## config.mk

```make
export PLATFORM = sky130hd
export DESIGN_NAME = fpe_page_div
export DESIGN_NICKNAME = d
export VERILOG_FILES = /design/src/rtl/flash_program_erase_controller_macros.svh /design/src/rtl/fpe_page_div.sv
export SDC_FILE = /design/constraint.sdc
export NUM_CORES = 1
export LEC_CHECK = 0
export ABC_AREA = 0
export BUFFER_PORTS_ARGS = -buffer_cell sky130_fd_sc_hd__buf_2
export CELL_PAD_IN_SITES_DETAIL_PLACEMENT = 0
export CELL_PAD_IN_SITES_GLOBAL_PLACEMENT = 1
export CORE_MARGIN = 5
export CORE_UTILIZATION = 26
export DETAILED_ROUTE_END_ITERATION = 10
export PLACE_DENSITY_LB_ADDON = 0.1
export SLEW_MARGIN = 20
export SYNTH_ARGS = -nofsm -noshare
export SYNTH_HDL_FRONTEND = slang
export SYNTH_SLANG_ARGS = --single-unit
```

## constraint.sdc

```tcl
create_clock -name clk -period 2.5 [get_ports clk]
set_clock_uncertainty 0.15 [all_clocks]
set_input_delay 0.5 -clock clk [delete_from_list [all_inputs] [get_ports clk]]
set_output_delay 0.5 -clock clk [all_outputs]
set_load 0.05 [all_outputs]
```

## src/rtl/flash_program_erase_controller_macros.svh

```systemverilog
// Assertion macros shared by the flash program and erase controller RTL
`ifndef FLASH_PROGRAM_ERASE_CONTROLLER_MACROS_SVH
`define FLASH_PROGRAM_ERASE_CONTROLLER_MACROS_SVH
`ifndef ASSERT_OFF
`define FPE_ASSERT(lbl, clk, rst_n, prop) \
    lbl: assert property (@(posedge clk) disable iff (!rst_n) prop) \
        else $error("assertion failed");
`define FPE_ASSERT_NEVER(lbl, clk, rst_n, expr) \
    lbl: assert property (@(posedge clk) disable iff (!rst_n) !(expr)) \
        else $error("forbidden condition seen");
`else
`define FPE_ASSERT(lbl, clk, rst_n, prop)
`define FPE_ASSERT_NEVER(lbl, clk, rst_n, expr)
`endif
`endif

```

## src/rtl/fpe_page_div.sv

```systemverilog
// Page number of an in-range erase offset, by multiplication with the page-size reciprocal
`timescale 1ns / 1ps
module fpe_page_div #(
    parameter int PAGE_BYTES  = 1024,
    parameter int FLASH_PAGES = 64,
    localparam int PAGE_W = (FLASH_PAGES > 1) ? $clog2(FLASH_PAGES) : 1
) (
    input  logic              clk,
    input  logic              rst_n,
    input  logic              load,
    input  logic [31:0]       offset,
    output logic              done,
    output logic [PAGE_W-1:0] page
);
    localparam int SPAN    = FLASH_PAGES * PAGE_BYTES;
    localparam int NUM_W   = $clog2(SPAN);
    localparam int SHIFT   = NUM_W + $clog2(PAGE_BYTES);
    localparam int RECIP_W = NUM_W + 2;
    localparam int PROD_W  = NUM_W + RECIP_W;
    localparam logic [63:0] RECIP =
        ((64'd1 << SHIFT) + 64'(PAGE_BYTES) - 64'd1) / 64'(PAGE_BYTES);

    logic              calc_reg, calc_next;
    logic              done_reg, done_next;
    logic [NUM_W-1:0]  num_reg, num_next;
    logic [PAGE_W-1:0] page_reg, page_next;
    logic [PROD_W-1:0] product;

    assign product   = PROD_W'(num_reg) * PROD_W'(RECIP);

    assign calc_next = load;
    assign done_next = calc_reg;
    assign num_next  = load ? offset[NUM_W-1:0] : num_reg;
    assign page_next = calc_reg ? product[SHIFT +: PAGE_W] : page_reg;

    always_ff @(posedge clk or negedge rst_n)
    begin
        if (!rst_n)
        begin
            calc_reg <= 1'b0;
            done_reg <= 1'b0;
        end
        else
        begin
            calc_reg <= calc_next;
            done_reg <= done_next;
        end
    end

    always_ff @(posedge clk)
    begin
        num_reg  <= num_next;
        page_reg <= page_next;
    end

    assign done = done_reg;
    assign page = page_reg;
endmodule
```

# Word-level counts from Yosys, hierarchy flattened
# Cells that the tools add are included.
[totals] ff_bits=24 wordCells=4

# Logic depth before layout (Yosys ltp)
[depth] word_depth=0 mapped_depth=0 mapped_depth_nobuf=0

# Worst setup path before layout
# No wires, ideal clock.
[synth_path] kind="register to output" startpoint="reg page_reg[0], in the netlist page[0]" endpoint="out page[0]" arrival_time_ns=0.601 t_required_ns=1.850 path_slack_ns=1.249 stages_incl_launch_ff=1 path_buffers=0 cell_sequence="edfxtp_1"
[synth_lines] element="start: declaration" line_no="fpe_page_div.sv:26" rtl="logic [PAGE_W-1:0] page_reg, page_next;"
[synth_lines] element="start signal: assignment" line_no="fpe_page_div.sv:53" rtl="page_reg <= page_next;"
[synth_lines] element="end: declaration" line_no="fpe_page_div.sv:13" rtl="output logic [PAGE_W-1:0] page"
# No word-level cell between the ends.

# Worst setup path after layout
[layout_path] startpoint="reg page_reg[1], in the netlist page[1]" endpoint="out page[1]"
# No word-level cell between the ends.

==> flow_metrics.py <==
metrics = {
    "pwr": {
        "p_total_uw": 487,
        "irDropWorstVdd_mv": 0.375,
        "total_leakage_power_uw": 0.000225,
        "power_density_nw_per_um2": 883,
    },
    "clock_network": {
        "cts-buffers-inserted": 3,
        "cts_tree": "yes",
        "cts_max_level": 1,
        "clock-sinks": 14,
        "cts_resized": 0,
        "clock_path_buffers": 2,
        "clock-root-buffer": "clkbuf_4",
        "worstSkewPairLatency_ns": 0.26,
        "cts.clk_slew.worst_paths_ns": 0.08,
        "cts_setup_buffers": 0,
    },
    "setup_path": {
        "cp_top_family": "flip-flops",
        "critPathRequiredTime_ns": 1.85,
        "cpPeakStageDelay_ns": 0.37,
        "path_max_fanout": 1,
        "regToRegSetupSlack_ns": 1.55,
        "r2r_start": "calc_reg$_DFF_PN0_",
        "critPathLaunchType": "flop",
        "critPathSlowestCell": "edfxtp_1",
        "timing.rr.end": "page[5]$_DFFE_PP_",
        "worstPathCellList": "buf_2",
        "cp.arrival_ns": 0.85,
        "critPathBufInv": 1,
        "reg2regPathDepth": 0,
        "critPathCaptureType": "primary output",
        "worst-setup-path-type": "reg -> out",
    },
    "yosys": {
        "avgSynthCellArea_sq_um": 29.3,
        "synth_seq_cells": 14,
        "ys_types": 2,
        "netlist_instances": 14,
        "synth_warnings": 0,
        "synth.yosys.seq_area_share_pct": 100,
        "netlist_area_sq_um": 410,
        "mappedNetlistNets": 49,
    },
    "cells_and_area": {
        "final_common_cell": "buf_2",
        "final_cell_mix": "15 x buf_2, 12 x edfxtp_1, 3 x clkbuf_4",
        "fin_nets": 70,
        "multi_input_area_sq_um": 0,
        "antennaDiodeCount": 0,
        "fill_cells": 150,
        "multi_input_cells": 0,
        "drive_gt1_share_pct": 55.9,
        "area_growth_pct": 34.5,
    },
    "global_routing": {
        "grt_max_degree": 9,
        "grtUsageTotal_pct": 4.57,
        "grt_pass1_vias": 219,
        "antenna_found_initial": 0,
        "grt_pass1_wl_um": 855,
        "globalRoute.totalOverflow": 0,
    },
    "place": {
        "portBuffers": 15,
        "gp_congestion": 0.593,
    },
    "status": {
        "status": "finished clean",
    },
    "routing": {
        "vias": 204,
        "drc": 0,
        "firstDrtPassIters": 4,
        "ant_nets": 0,
        "wl_per_cell_um": 10.7,
        "routed_wl_um": 533,
        "drt_iter0_drc": 2,
        "via_per_inst": 4.08,
    },
    "sta": {
        "setup_viol": 0,
        "worstMarginPinSlew_ns": 0.259,
        "relSlewSlack_pct": 82.8,
        "fmax_mhz": 666,
        "rsz0062_at_grt": "no",
        "period_share_pct": 60.0,
        "post-route-min-period_ns": 1.50,
        "final_max_slew_viol_count": 0,
        "finalSetupTns_ns": 0,
        "hold_ws_ns": 0.254,
        "finalHoldViolCount": 0,
    },
    "floorplanning": {
        "core_sq_um": 1510,
        "die_h_um": 49.7,
        "die_x_um": 49.7,
        "initial_core_util_pct": 27.2,
        "rows": 14,
        "dieArea_sq_um": 2470,
        "ios": 42,
    },
    "hold_path": {
        "hold_path_class": "in -> reg",
        "min_delay_path_depth": 1,
        "worstHoldStart": "offset[14]",
        "min_to": "num_reg[14]$_DFFE_PP_",
    },
    "flow_run": {
        "cap_violations": 0,
    },
}
## timing repair
item                                    CTS  global route
endpoints found under the hold margin     2             0
endpoints found under the setup margin    0             0
hold buffers                              1             0
## synth_stat cells
cell	number	area [sq um]
edfxtp_1	12	360
dfrtp_1	2	50.1
## area by class of cell
type | instances | area [sq um] | area share, %
flip-flops and latches | 14 | 410 | 74.4
repair buffers | 16 | 85.1 | 15.4
clock buffers | 4 | 36.3 | 6.58
well taps | 16 | 20.0 | 3.63
## how the worst max path moves through the flow
| stage | from | endpoint | slack, ns | depth (start not counted) |
|---|---|---|---|---|
| final | page[1]$_DFFE_PP_ | page[1] | 1.0 | 1 |
| after global routing | page[4]$_DFFE_PP_ | page[4] | 0.97 | 1 |
| after CTS | page[1]$_DFFE_PP_ | page[1] | 0.98 | 1 |
| after detailed placement | page[1]$_DFFE_PP_ | page[1] | 1.29 | 1 |
| after global placement | done$_DFF_PN0_ | done | 1.30 | 1 |
| after floorplan | page[0]$_DFFE_PP_ | page[0] | 1.25 | 0 |
## layer usage
| metal | GRT usage [%] | part of all wire, % | up-vias |
|---|---|---|---|
| met5 | 0 | 0 | - |
| met4 | 2.62 | 0 | 0 |
| met3 | 3.31 | 19 | 0 |
| met2 | 5.93 | 40 | 14 |
| met1 | 5.36 | 41 | 96 |
| li1 | - | - | 94 |
## through the flow
step / utilization, % / cell area [sq um] / std cells / worst slack [ns]
6_report: 36.6 / 552 / 50 / 0.999
5_1_grt: 36.6 / 552 / 50 / 0.967
4_1_cts: 36.6 / 552 / 50 / 0.981
3_5_place_dp: 33.6 / 505 / 45 / 1.29
3_3_place_gp: 33.6 / 505 / 45 / 1.30
2_1_floorplan: - / 410 / 14 / 1.25
## where the power goes
part	internal (uW)	leakage, uW	switching, uW	total [uW]
Sequential	275	0.000141	5.50	280
Clock	88.3	0.0000210	64.9	153
Combinational	11.8	0.0000632	42.1	53.9
## cell families (layout without fill, tap and decap cells)
logic type / Yosys count / count (layout) / share of synthesized area, %
DFF: 14 / 14 / 100
buffers and inverters: 0 / 20 / 0
(Power assumes the default switching activity.)
